==> config.mk <==
export PLATFORM = sky130hd
export DESIGN_NAME = button_debounce_tap_hold_top
export DESIGN_NICKNAME = d
export VERILOG_FILES = /design/src/design/bdth_pkg.sv /design/src/design/bdth_cfg.sv /design/src/design/bdth_core.sv /design/src/design/bdth_evq.sv /design/src/design/button_debounce_tap_hold_top.sv
export SDC_FILE = /design/constraint.sdc
export NUM_CORES = 2
export LEC_CHECK = 0
export ABC_AREA = 0
export BUFFER_PORTS_ARGS = -buffer_cell sky130_fd_sc_hd__buf_2
export CAP_MARGIN = 5
export CORE_MARGIN = 2
export CORE_UTILIZATION = 50
export DETAILED_ROUTE_END_ITERATION = 10
export HOLD_SLACK_MARGIN = 0.03
export PLACE_DENSITY = 0.66
export SYNTH_ARGS = -nofsm -noshare
export SYNTH_HDL_FRONTEND = slang
export SYNTH_SLANG_ARGS = --single-unit
export TNS_END_PERCENT = 30
==> constraint.sdc <==
create_clock -name clk -period 18 [get_ports clk]
set_clock_uncertainty 0.05 [all_clocks]
set_input_delay 1.8 -clock clk [delete_from_list [all_inputs] [get_ports clk]]
set_output_delay 1.8 -clock clk [all_outputs]
set_load 0.03 [all_outputs]
==> src/design/bdth_pkg.sv <==
// Shared types and constants for the button debounce and tap/hold block.
`timescale 1ns / 1ps
`default_nettype none
package bdth_pkg;

    localparam int NUM_BTN       = 3;
    localparam int MAX_EV        = 5;
    localparam int CNT_W         = $clog2(MAX_EV + 1);
    localparam int IDX_W         = $clog2(MAX_EV);
    localparam int STAMP_W       = 48;
    localparam int TIME_BITS_DEF = 48;
    localparam int US_PER_MS     = 1000;

    localparam int CFG_INDEX_W   = 2;
    localparam int CFG_DATA_W    = 16;
    localparam int DEB_MS_W      = 10;
    localparam int DEB_US_W      = 20;
    localparam int HOLD_US_W     = 26;

    localparam logic [CFG_INDEX_W-1:0] CFG_DEBOUNCE   = 2'd0;
    localparam logic [CFG_INDEX_W-1:0] CFG_MODE_HOLD  = 2'd1;
    localparam logic [CFG_INDEX_W-1:0] CFG_RESET_HOLD = 2'd2;

    localparam logic [DEB_US_W-1:0]  DEBOUNCE_US_RST   = DEB_US_W'(30 * US_PER_MS);
    localparam logic [HOLD_US_W-1:0] MODE_HOLD_US_RST  = HOLD_US_W'(1000 * US_PER_MS);
    localparam logic [HOLD_US_W-1:0] RESET_HOLD_US_RST = HOLD_US_W'(2000 * US_PER_MS);

    typedef enum logic [2:0] {
        EV_MODE_TAP     = 3'd0,
        EV_MODE_PRESSED = 3'd1,
        EV_MODE_HELD    = 3'd2,
        EV_SETLINE_TAP  = 3'd3,
        EV_RESET_TAP    = 3'd4,
        EV_RESET_HELD   = 3'd5,
        EV_RESET_ABORT  = 3'd6
    } event_code_t;

    // Thresholds already scaled to microseconds.
    typedef struct packed {
        logic [DEB_US_W-1:0]  debounce_us;
        logic [HOLD_US_W-1:0] mode_hold_us;
        logic [HOLD_US_W-1:0] reset_hold_us;
    } cfg_t;

    // Events of one sample, in order, slot 0 first.
    typedef struct packed {
        logic [CNT_W-1:0]               count;
        event_code_t [MAX_EV-1:0]       codes;
    } ev_batch_t;

endpackage
`default_nettype wire

==> src/design/bdth_cfg.sv <==
// Configuration registers, stored pre-scaled from milliseconds to microseconds.
`timescale 1ns / 1ps
`default_nettype none
module bdth_cfg (
    input  wire logic                                clk,
    input  wire logic                                rst_n,
    input  wire logic                                cfg_we,
    input  wire logic [bdth_pkg::CFG_INDEX_W-1:0]    cfg_index,
    input  wire logic [bdth_pkg::CFG_DATA_W-1:0]     cfg_data,
    output bdth_pkg::cfg_t                           cfg
);

    logic [bdth_pkg::DEB_US_W-1:0]  debounce_us_reg;
    logic [bdth_pkg::HOLD_US_W-1:0] mode_hold_us_reg;
    logic [bdth_pkg::HOLD_US_W-1:0] reset_hold_us_reg;

    logic [bdth_pkg::DEB_US_W-1:0]  debounce_us_next;
    logic [bdth_pkg::HOLD_US_W-1:0] hold_us_next;

    // Scaling by a constant; small enough to sit in front of the register.
    assign debounce_us_next = bdth_pkg::DEB_US_W'(cfg_data[bdth_pkg::DEB_MS_W-1:0])
                            * bdth_pkg::DEB_US_W'(bdth_pkg::US_PER_MS);
    assign hold_us_next     = bdth_pkg::HOLD_US_W'(cfg_data)
                            * bdth_pkg::HOLD_US_W'(bdth_pkg::US_PER_MS);

    always_ff @(posedge clk or negedge rst_n)
    begin
        if (!rst_n)
        begin
            debounce_us_reg   <= bdth_pkg::DEBOUNCE_US_RST;
            mode_hold_us_reg  <= bdth_pkg::MODE_HOLD_US_RST;
            reset_hold_us_reg <= bdth_pkg::RESET_HOLD_US_RST;
        end
        else if (cfg_we)
        begin
            unique case (cfg_index)
                bdth_pkg::CFG_DEBOUNCE:   debounce_us_reg   <= debounce_us_next;
                bdth_pkg::CFG_MODE_HOLD:  mode_hold_us_reg  <= hold_us_next;
                bdth_pkg::CFG_RESET_HOLD: reset_hold_us_reg <= hold_us_next;
                default: ;
            endcase
        end
    end

    assign cfg.debounce_us   = debounce_us_reg;
    assign cfg.mode_hold_us  = mode_hold_us_reg;
    assign cfg.reset_hold_us = reset_hold_us_reg;

endmodule
`default_nettype wire

==> src/design/bdth_core.sv <==
// Per-button debounce and tap/hold state with the event logic for one sample.
`timescale 1ns / 1ps
`default_nettype none
module bdth_core #(
    parameter int TIME_BITS = bdth_pkg::TIME_BITS_DEF
) (
    input  wire logic                               clk,
    input  wire logic                               rst_n,
    input  wire logic                               load,
    input  wire logic [bdth_pkg::NUM_BTN-1:0]       pins,
    input  wire logic [bdth_pkg::STAMP_W-1:0]       stamp,
    input  wire bdth_pkg::cfg_t                     cfg,
    output bdth_pkg::ev_batch_t                     batch
);

    localparam int NB = bdth_pkg::NUM_BTN;

    logic                 raw_prev_reg    [NB];
    logic                 stable_reg      [NB];
    logic [TIME_BITS-1:0] last_change_reg [NB];
    logic [TIME_BITS-1:0] press_start_reg [NB];
    logic                 hold_done_reg   [NB];

    logic                 raw_next        [NB];
    logic                 stable_next     [NB];
    logic [TIME_BITS-1:0] last_change_next[NB];
    logic [TIME_BITS-1:0] press_start_next[NB];
    logic                 hold_done_next  [NB];

    logic [TIME_BITS-1:0] deb_elapsed     [NB];
    logic [TIME_BITS-1:0] hold_elapsed    [NB];
    logic [TIME_BITS-1:0] hold_thr        [NB];
    logic                 flip            [NB];
    logic                 hold_clear      [NB];

    // Candidate events: two per button, button 1 only ever uses its first.
    logic                  cand_vld [NB][2];
    bdth_pkg::event_code_t cand_code[NB][2];

    logic [63:0]          stamp_wide;
    logic [TIME_BITS-1:0] now;

    assign stamp_wide = 64'(stamp);
    assign now        = stamp_wide[TIME_BITS-1:0];

    assign hold_thr[0] = TIME_BITS'(cfg.mode_hold_us);
    assign hold_thr[1] = '0;
    assign hold_thr[2] = TIME_BITS'(cfg.reset_hold_us);

    always_comb
    begin
        for (int i = 0; i < NB; i++)
        begin
            raw_next[i]         = !pins[i];
            last_change_next[i] = (raw_next[i] != raw_prev_reg[i]) ? now : last_change_reg[i];
            deb_elapsed[i]      = now - last_change_next[i];
            flip[i]             = (deb_elapsed[i] >= TIME_BITS'(cfg.debounce_us))
                               && (raw_next[i] != stable_reg[i]);
            stable_next[i]      = flip[i] ? raw_next[i] : stable_reg[i];
            press_start_next[i] = (flip[i] && raw_next[i]) ? now : press_start_reg[i];
            hold_clear[i]       = flip[i] ? 1'b0 : hold_done_reg[i];
            hold_elapsed[i]     = now - press_start_next[i];

            cand_vld[i][0]  = 1'b0;
            cand_code[i][0] = bdth_pkg::EV_MODE_TAP;
            cand_vld[i][1]  = 1'b0;
            cand_code[i][1] = bdth_pkg::EV_MODE_TAP;
            hold_done_next[i] = hold_clear[i];

            if (flip[i] && raw_next[i])
            begin
                cand_vld[i][0]  = 1'b1;
                cand_code[i][0] = (i == 0) ? bdth_pkg::EV_MODE_PRESSED :
                                  (i == 1) ? bdth_pkg::EV_SETLINE_TAP :
                                             bdth_pkg::EV_RESET_TAP;
            end
            else if (flip[i] && (i != 1) && !hold_done_reg[i])
            begin
                cand_vld[i][0]  = 1'b1;
                cand_code[i][0] = (i == 0) ? bdth_pkg::EV_MODE_TAP : bdth_pkg::EV_RESET_ABORT;
            end

            // The hold check sees the state as this sample leaves it.
            if ((i != 1) && stable_next[i] && !hold_clear[i]
                && (hold_elapsed[i] >= hold_thr[i]))
            begin
                cand_vld[i][1]    = 1'b1;
                cand_code[i][1]   = (i == 0) ? bdth_pkg::EV_MODE_HELD : bdth_pkg::EV_RESET_HELD;
                hold_done_next[i] = 1'b1;
            end
        end
    end

    // Pack the candidates in button order into consecutive slots.
    always_comb
    begin
        logic [bdth_pkg::CNT_W-1:0] cnt;
        cnt = '0;
        for (int s = 0; s < bdth_pkg::MAX_EV; s++)
        begin
            batch.codes[s] = bdth_pkg::EV_MODE_TAP;
        end
        for (int i = 0; i < NB; i++)
        begin
            for (int k = 0; k < 2; k++)
            begin
                if (cand_vld[i][k])
                begin
                    batch.codes[cnt[bdth_pkg::IDX_W-1:0]] = cand_code[i][k];
                    cnt = cnt + 1'b1;
                end
            end
        end
        batch.count = cnt;
    end

    always_ff @(posedge clk or negedge rst_n)
    begin
        if (!rst_n)
        begin
            for (int i = 0; i < NB; i++)
            begin
                raw_prev_reg[i]    <= 1'b0;
                stable_reg[i]      <= 1'b0;
                last_change_reg[i] <= '0;
                press_start_reg[i] <= '0;
                hold_done_reg[i]   <= 1'b0;
            end
        end
        else if (load)
        begin
            for (int i = 0; i < NB; i++)
            begin
                raw_prev_reg[i]    <= raw_next[i];
                stable_reg[i]      <= stable_next[i];
                last_change_reg[i] <= last_change_next[i];
                press_start_reg[i] <= press_start_next[i];
                hold_done_reg[i]   <= hold_done_next[i];
            end
        end
    end

    // A completed hold can only belong to a button that is still pressed.
    a_hold_implies_pressed_0: assert property (@(posedge clk) disable iff (!rst_n)
        hold_done_reg[0] |-> stable_reg[0])
        else $error("mode hold flag set while released");
    a_hold_implies_pressed_2: assert property (@(posedge clk) disable iff (!rst_n)
        hold_done_reg[2] |-> stable_reg[2])
        else $error("reset hold flag set while released");
    // The setline button has no hold behavior.
    a_setline_no_hold: assert property (@(posedge clk) disable iff (!rst_n)
        !hold_done_reg[1])
        else $error("setline hold flag set");

endmodule
`default_nettype wire

==> src/design/bdth_evq.sv <==
// Event buffer that delivers the events of one sample, one per transaction.
`timescale 1ns / 1ps
`default_nettype none
module bdth_evq (
    input  wire logic                 clk,
    input  wire logic                 rst_n,
    input  wire logic                 load,
    input  wire bdth_pkg::ev_batch_t  batch,
    output logic                      can_load,
    output logic                      out_valid,
    input  wire logic                 out_ready,
    output logic [2:0]                event_code,
    output logic                      last_of_sample
);

    localparam int ME = bdth_pkg::MAX_EV;

    bdth_pkg::event_code_t      codes_reg  [ME];
    bdth_pkg::event_code_t      codes_next [ME];
    logic [bdth_pkg::CNT_W-1:0] count_reg;
    logic [bdth_pkg::CNT_W-1:0] count_next;
    logic                       take;

    assign out_valid      = (count_reg != '0);
    assign take           = out_valid && out_ready;
    assign can_load       = (count_reg == '0)
                         || ((count_reg == bdth_pkg::CNT_W'(1)) && out_ready);
    assign event_code     = codes_reg[0];
    assign last_of_sample = (count_reg == bdth_pkg::CNT_W'(1));

    always_comb
    begin
        for (int s = 0; s < ME; s++)
        begin
            codes_next[s] = codes_reg[s];
        end
        count_next = count_reg;
        if (load)
        begin
            for (int s = 0; s < ME; s++)
            begin
                codes_next[s] = batch.codes[s];
            end
            count_next = batch.count;
        end
        else if (take)
        begin
            for (int s = 0; s < ME - 1; s++)
            begin
                codes_next[s] = codes_reg[s + 1];
            end
            count_next = count_reg - 1'b1;
        end
    end

    always_ff @(posedge clk)
    begin
        for (int s = 0; s < ME; s++)
        begin
            codes_reg[s] <= codes_next[s];
        end
    end

    always_ff @(posedge clk or negedge rst_n)
    begin
        if (!rst_n)
        begin
            count_reg <= '0;
        end
        else
        begin
            count_reg <= count_next;
        end
    end

    a_count_bound: assert property (@(posedge clk) disable iff (!rst_n)
        count_reg <= bdth_pkg::CNT_W'(ME))
        else $error("event buffer overfilled");
    a_load_when_free: assert property (@(posedge clk) disable iff (!rst_n)
        load |-> (count_reg == '0) || (count_reg == bdth_pkg::CNT_W'(1) && take))
        else $error("event buffer loaded while events still pending");
    a_drain_step: assert property (@(posedge clk) disable iff (!rst_n)
        (take && !load) |=> count_reg == $past(count_reg) - 1'b1)
        else $error("event buffer lost or repeated an event");

endmodule
`default_nettype wire

==> src/design/button_debounce_tap_hold_top.sv <==
// Top level of the three-button debouncer with tap and long-press events.
`timescale 1ns / 1ps
`default_nettype none
// Each input transaction is one poll sample: three active-low pin levels
// (bit 0 mode, bit 1 setline, bit 2 reset) and a free-running microsecond
// timestamp. The sample is captured in an input register; when the event
// buffer can take its events, the per-button debounce and hold logic
// evaluates it in a single pass, updates the button state and loads the
// resulting events, in button order, into the event buffer. Events leave
// one per output transaction, and last_of_sample marks the final event of
// a sample. A sample that causes no event produces no output at all. A
// sample with several events holds the event buffer until all of them are
// taken, as the output port carries one event at a time and out_ready can
// stall it; the next sample is evaluated in the cycle the last event of the
// previous one is taken. The first event of a sample is presented once the
// sample has passed the input register and been loaded into the event buffer.
// Thresholds are held in microseconds, scaled at configuration write time,
// and all elapsed times are taken modulo 2^TIME_BITS. Configuration must
// only be written while the block is idle.
module button_debounce_tap_hold_top #(
    parameter int TIME_BITS = bdth_pkg::TIME_BITS_DEF
) (
    input  wire logic                                clk,
    input  wire logic                                rst_n,
    input  wire logic                                in_valid,
    output logic                                     in_ready,
    input  wire logic [2:0]                          pin_levels,
    input  wire logic [bdth_pkg::STAMP_W-1:0]        sample_time_us,
    output logic                                     out_valid,
    input  wire logic                                out_ready,
    output logic [2:0]                               event_code,
    output logic                                     last_of_sample,
    input  wire logic                                cfg_we,
    input  wire logic [bdth_pkg::CFG_INDEX_W-1:0]    cfg_index,
    input  wire logic [bdth_pkg::CFG_DATA_W-1:0]     cfg_data
);

    bdth_pkg::cfg_t      cfg;
    bdth_pkg::ev_batch_t batch;

    // Input register holding one sample until the core takes it.
    logic                           in_valid_reg;
    logic [2:0]                     pins_reg;
    logic [bdth_pkg::STAMP_W-1:0]   stamp_reg;

    logic can_load;
    logic consume;

    // The core consumes the held sample whenever the event buffer is free
    // or frees up in this cycle.
    assign consume  = in_valid_reg && can_load;
    assign in_ready = !in_valid_reg || consume;

    always_ff @(posedge clk or negedge rst_n)
    begin
        if (!rst_n)
        begin
            in_valid_reg <= 1'b0;
        end
        else if (in_ready)
        begin
            in_valid_reg <= in_valid;
        end
    end

    always_ff @(posedge clk)
    begin
        if (in_valid && in_ready)
        begin
            pins_reg  <= pin_levels;
            stamp_reg <= sample_time_us;
        end
    end

    bdth_cfg u_cfg (
        .clk       (clk),
        .rst_n     (rst_n),
        .cfg_we    (cfg_we),
        .cfg_index (cfg_index),
        .cfg_data  (cfg_data),
        .cfg       (cfg)
    );

    bdth_core #(
        .TIME_BITS (TIME_BITS)
    ) u_core (
        .clk   (clk),
        .rst_n (rst_n),
        .load  (consume),
        .pins  (pins_reg),
        .stamp (stamp_reg),
        .cfg   (cfg),
        .batch (batch)
    );

    bdth_evq u_evq (
        .clk            (clk),
        .rst_n          (rst_n),
        .load           (consume),
        .batch          (batch),
        .can_load       (can_load),
        .out_valid      (out_valid),
        .out_ready      (out_ready),
        .event_code     (event_code),
        .last_of_sample (last_of_sample)
    );

endmodule
`default_nettype wire
==> results_dict.tcl <==
set metrics [dict create \
    synth_flop_cell "dfrtp_1" \
    grt_pass1_wl_um 161000 \
    holdCritPathClass "reg -> reg" \
    cts_resized 0 \
    dpl.hpwl_um 76100 \
    drv_slew 0 \
    gp_congestion 0.960 \
    end_kind "register" \
    core_um2 71400 \
    grt_util_met2_pct 45.4 \
    syn_nets 4709 \
    syn_inst 4160 \
    ant_nets 0 \
    grt_use_met1_pct 36.9 \
    dr.pass1.iters 6 \
    worstPathRequired_ns 18.31 \
    slowest_stage "a2111oi_2" \
    timing.final.crit_share_pct 82.6 \
    relSlewSlack_pct 33.0 \
    status "completed" \
    async_reset_ff_share_pct 82.7 \
    crit_type "reg -> reg" \
    cts.sinks 381 \
    dieHeight_um 272 \
    fin_crit_ns 14.87 \
    critPathMostFrequentCell "nor4_1" \
    grt_max_degree 259 \
    max_freq_ghz 0.0673 \
    crit_path_max_incr_delay_ns 0.86 \
    ctsHoldBuffers 0 \
    grt_pass1_vias 29524 \
    rrSetupSlack_ns 3.13 \
    via_count 30712 \
    setup_violations 0 \
    synth.distinct_cells 99 \
    die-area_um2 74100 \
    clock-root-buffer "clkbuf_16" \
    arrival_ns 15.18 \
    wire_per_inst_um 19.5 \
    numCtsBuffers 46 \
    cap_violations 0 \
    cts_tree "yes" \
    largest_register_ffs 144 \
    worst-path-max-fanout 40 \
    synth_edf_count 66 \
    rsz0062_at_grt "no" \
    start_util_pct 50.4 \
    whs_path_depth 2 \
    cts_setup_buffers 0 \
    drc 0 \
    htree_num_levels 2 \
    setup_tns_ns 0 \
    final_core_util_pct 54.5 \
    nFillCells 6637 \
    track_usage_pct 27.1 \
    clockBufferDepth 3 \
    area_delta_synth_final_pct 8.23 \
    worstSetupStartpointType "register" \
    met3_usage_pct 3.39 \
    synth_seq_cells 381 \
    r2r-start "pins_reg[2]" \
    reg2reg_to "u_evq.codes_reg[0][2]" \
    antenna_found_initial 0 \
    n_antenna_cell 0 \
    syn_avg_cell_area_um2 8.64 \
    insertion_delay_ns 0.62 \
    r2r_cells 57 \
    num_rows 98 \
    hold_violations 0 \
    fin_nets 4724 \
    dieWidth_um 272 \
    clkTransAtPathRegs_ns 0.06 \
    totalWireLength_um 101000 \
    vias_per_cell 5.95 \
    syn_area_um2 35900 \
    drive_gt1_share_pct 7.96 \
    grt_overflow 0 \
    busiest_layer "met2" \
    worst_pin_slew_ns 0.992 \
    min_to "u_core.last_change_reg[22]" \
    drt-initial-drc-count 2205 \
    dpl_cell_area_um2 37400 \
    ios 80 \
    min-delay-start "u_core.last_change_reg[22]" \
    place.port_buffers 79 \
    fin_area_um2 38900 \
    ys_seq_area_share_pct 27.5 \
    yosysWarnings 0 \
]
==> through the flow <==
stage / cells / hold slack (ns) / setup WS, ns
3_5_place_dp: 5077 / 0.418 / 3.30
5_1_grt: 5161 / 0.446 / 1.70
3_3_place_gp: 5077 / 0.408 / 3.51
6_report: 5161 / 0.426 / 3.13
4_1_cts: 5161 / 0.431 / 3.26
2_1_floorplan: 4160 / 0.392 / 4.68
==> cell type report <==
class                           count  area, µm²  share of cell area, %
Clock buffer                       65       1330                   3.41
Clock inverter                     19        194                  0.498
Inverter                          216        811                   2.08
Multi-Input combinational cell   3402      24700                   63.5
Sequential cell                   381       9890                   25.4
Tap cell                          950       1190                   3.05
Timing Repair Buffer              128        798                   2.05
==> cells in the final DEF (no fill, tap or decap), types with 12 or more instances in the layout <==
cell	Yosys	final
nand2b_1	49	49
o21ai_0	430	430
mux2_2	70	70
ha_1	412	412
and3_1	25	25
nor2_1	206	206
edfxtp_1	66	66
or3_1	14	14
and2_1	22	21
inv_1	216	216
buf_4	3	47
o21bai_1	52	52
or2_2	12	12
nor4_1	36	36
fa_1	63	63
o211ai_1	31	31
clkbuf_16	0	49
and4_1	18	18
o31ai_1	13	13
a21o_1	128	128
a211oi_1	28	28
nand2_1	500	499
nor3_1	64	64
mux2i_1	239	239
nand3_1	76	76
nor2b_1	53	53
clkbuf_1	145	12
xor2_1	64	62
dfstp_2	21	21
buf_2	7	78
a21boi_0	14	14
a21oi_1	308	308
xnor2_1	124	123
o221ai_1	16	16
a31oi_1	34	33
o21a_1	45	45
dfrtp_1	294	294
nand4_1	64	64
==> critical path: cells and delay by family, from the launching register on <==
family,cells,cell delay (ns)
xor+xnor,2,0.39
simple gates,22,5.17
compound gates,24,5.39
fa+ha+maj,5,1.59
flops,1,0.58
buf+inv,3,1.08
mux,1,0.30
==> cells by family after synthesis <==
family	count (synthesis)	share of synthesized area [%]
adders and majority gates	476	17.9
and+or+nand+nor	1190	15.8
buffers and inverters	377	4.01
muxes	309	8.85
xor gates and xnor gates	189	4.63
AOI/OAI and AO/OA	1238	21.4
DFF	381	27.5
==> how the worst max path moves through the flow <==
stage | slack [ns] | startpoint | end
finish | 3.13 | pins_reg[2] | u_evq.codes_reg[0][2]
global route | 1.70 | pins_reg[2] | u_evq.codes_reg[0][9]
floorplan | 4.68 | pins_reg[0] | u_evq.codes_reg[0][4]
CTS | 3.26 | pins_reg[2] | u_evq.codes_reg[0][9]
detailed placement | 3.30 | pins_reg[2] | u_evq.codes_reg[0][2]
global placement | 3.51 | pins_reg[2] | u_evq.codes_reg[0][9]
==> routing by layer <==
layer	part of all wire, %	vias to the layer above
met1	46	14552
li1	-	15212
met4	2.8	0
met3	5.2	156
met2	46	792
met5	0	-
==> cell usage after synthesis, drive strengths merged (13+ instances only) <==
library cell,number,area [µm²]
ha,412,5150
and4,18,158
a2111oi,14,154
o221ai,16,140
fa,63,1260
nor4,36,225
a21oi,309,1550
xor2,65,577
a211oi,29,223
o31ai,14,110
or3,15,98.8
a21o,128,961
a31oi,35,225
nand2b,49,307
o211ai,31,233
buf,16,87.6
o21ai,440,2200
dfstp,21,552
nor2b,53,332
or2,13,81.3
dfrtp,294,7360
o21bai,53,402
nor3,65,337
mux2i,239,2390
edfxtp,66,1980
a21boi,16,120
nor2,206,773
and2,23,144
clkbuf,145,544
and3,25,156
xnor2,124,1090
nand3,76,380
nand2,500,1880
o21a,45,338
mux2,70,788
inv,216,811
nand4,64,400
Power is not shown: default switching activity piles up to over one toggle a cycle in this logic, so the estimate is an artifact.
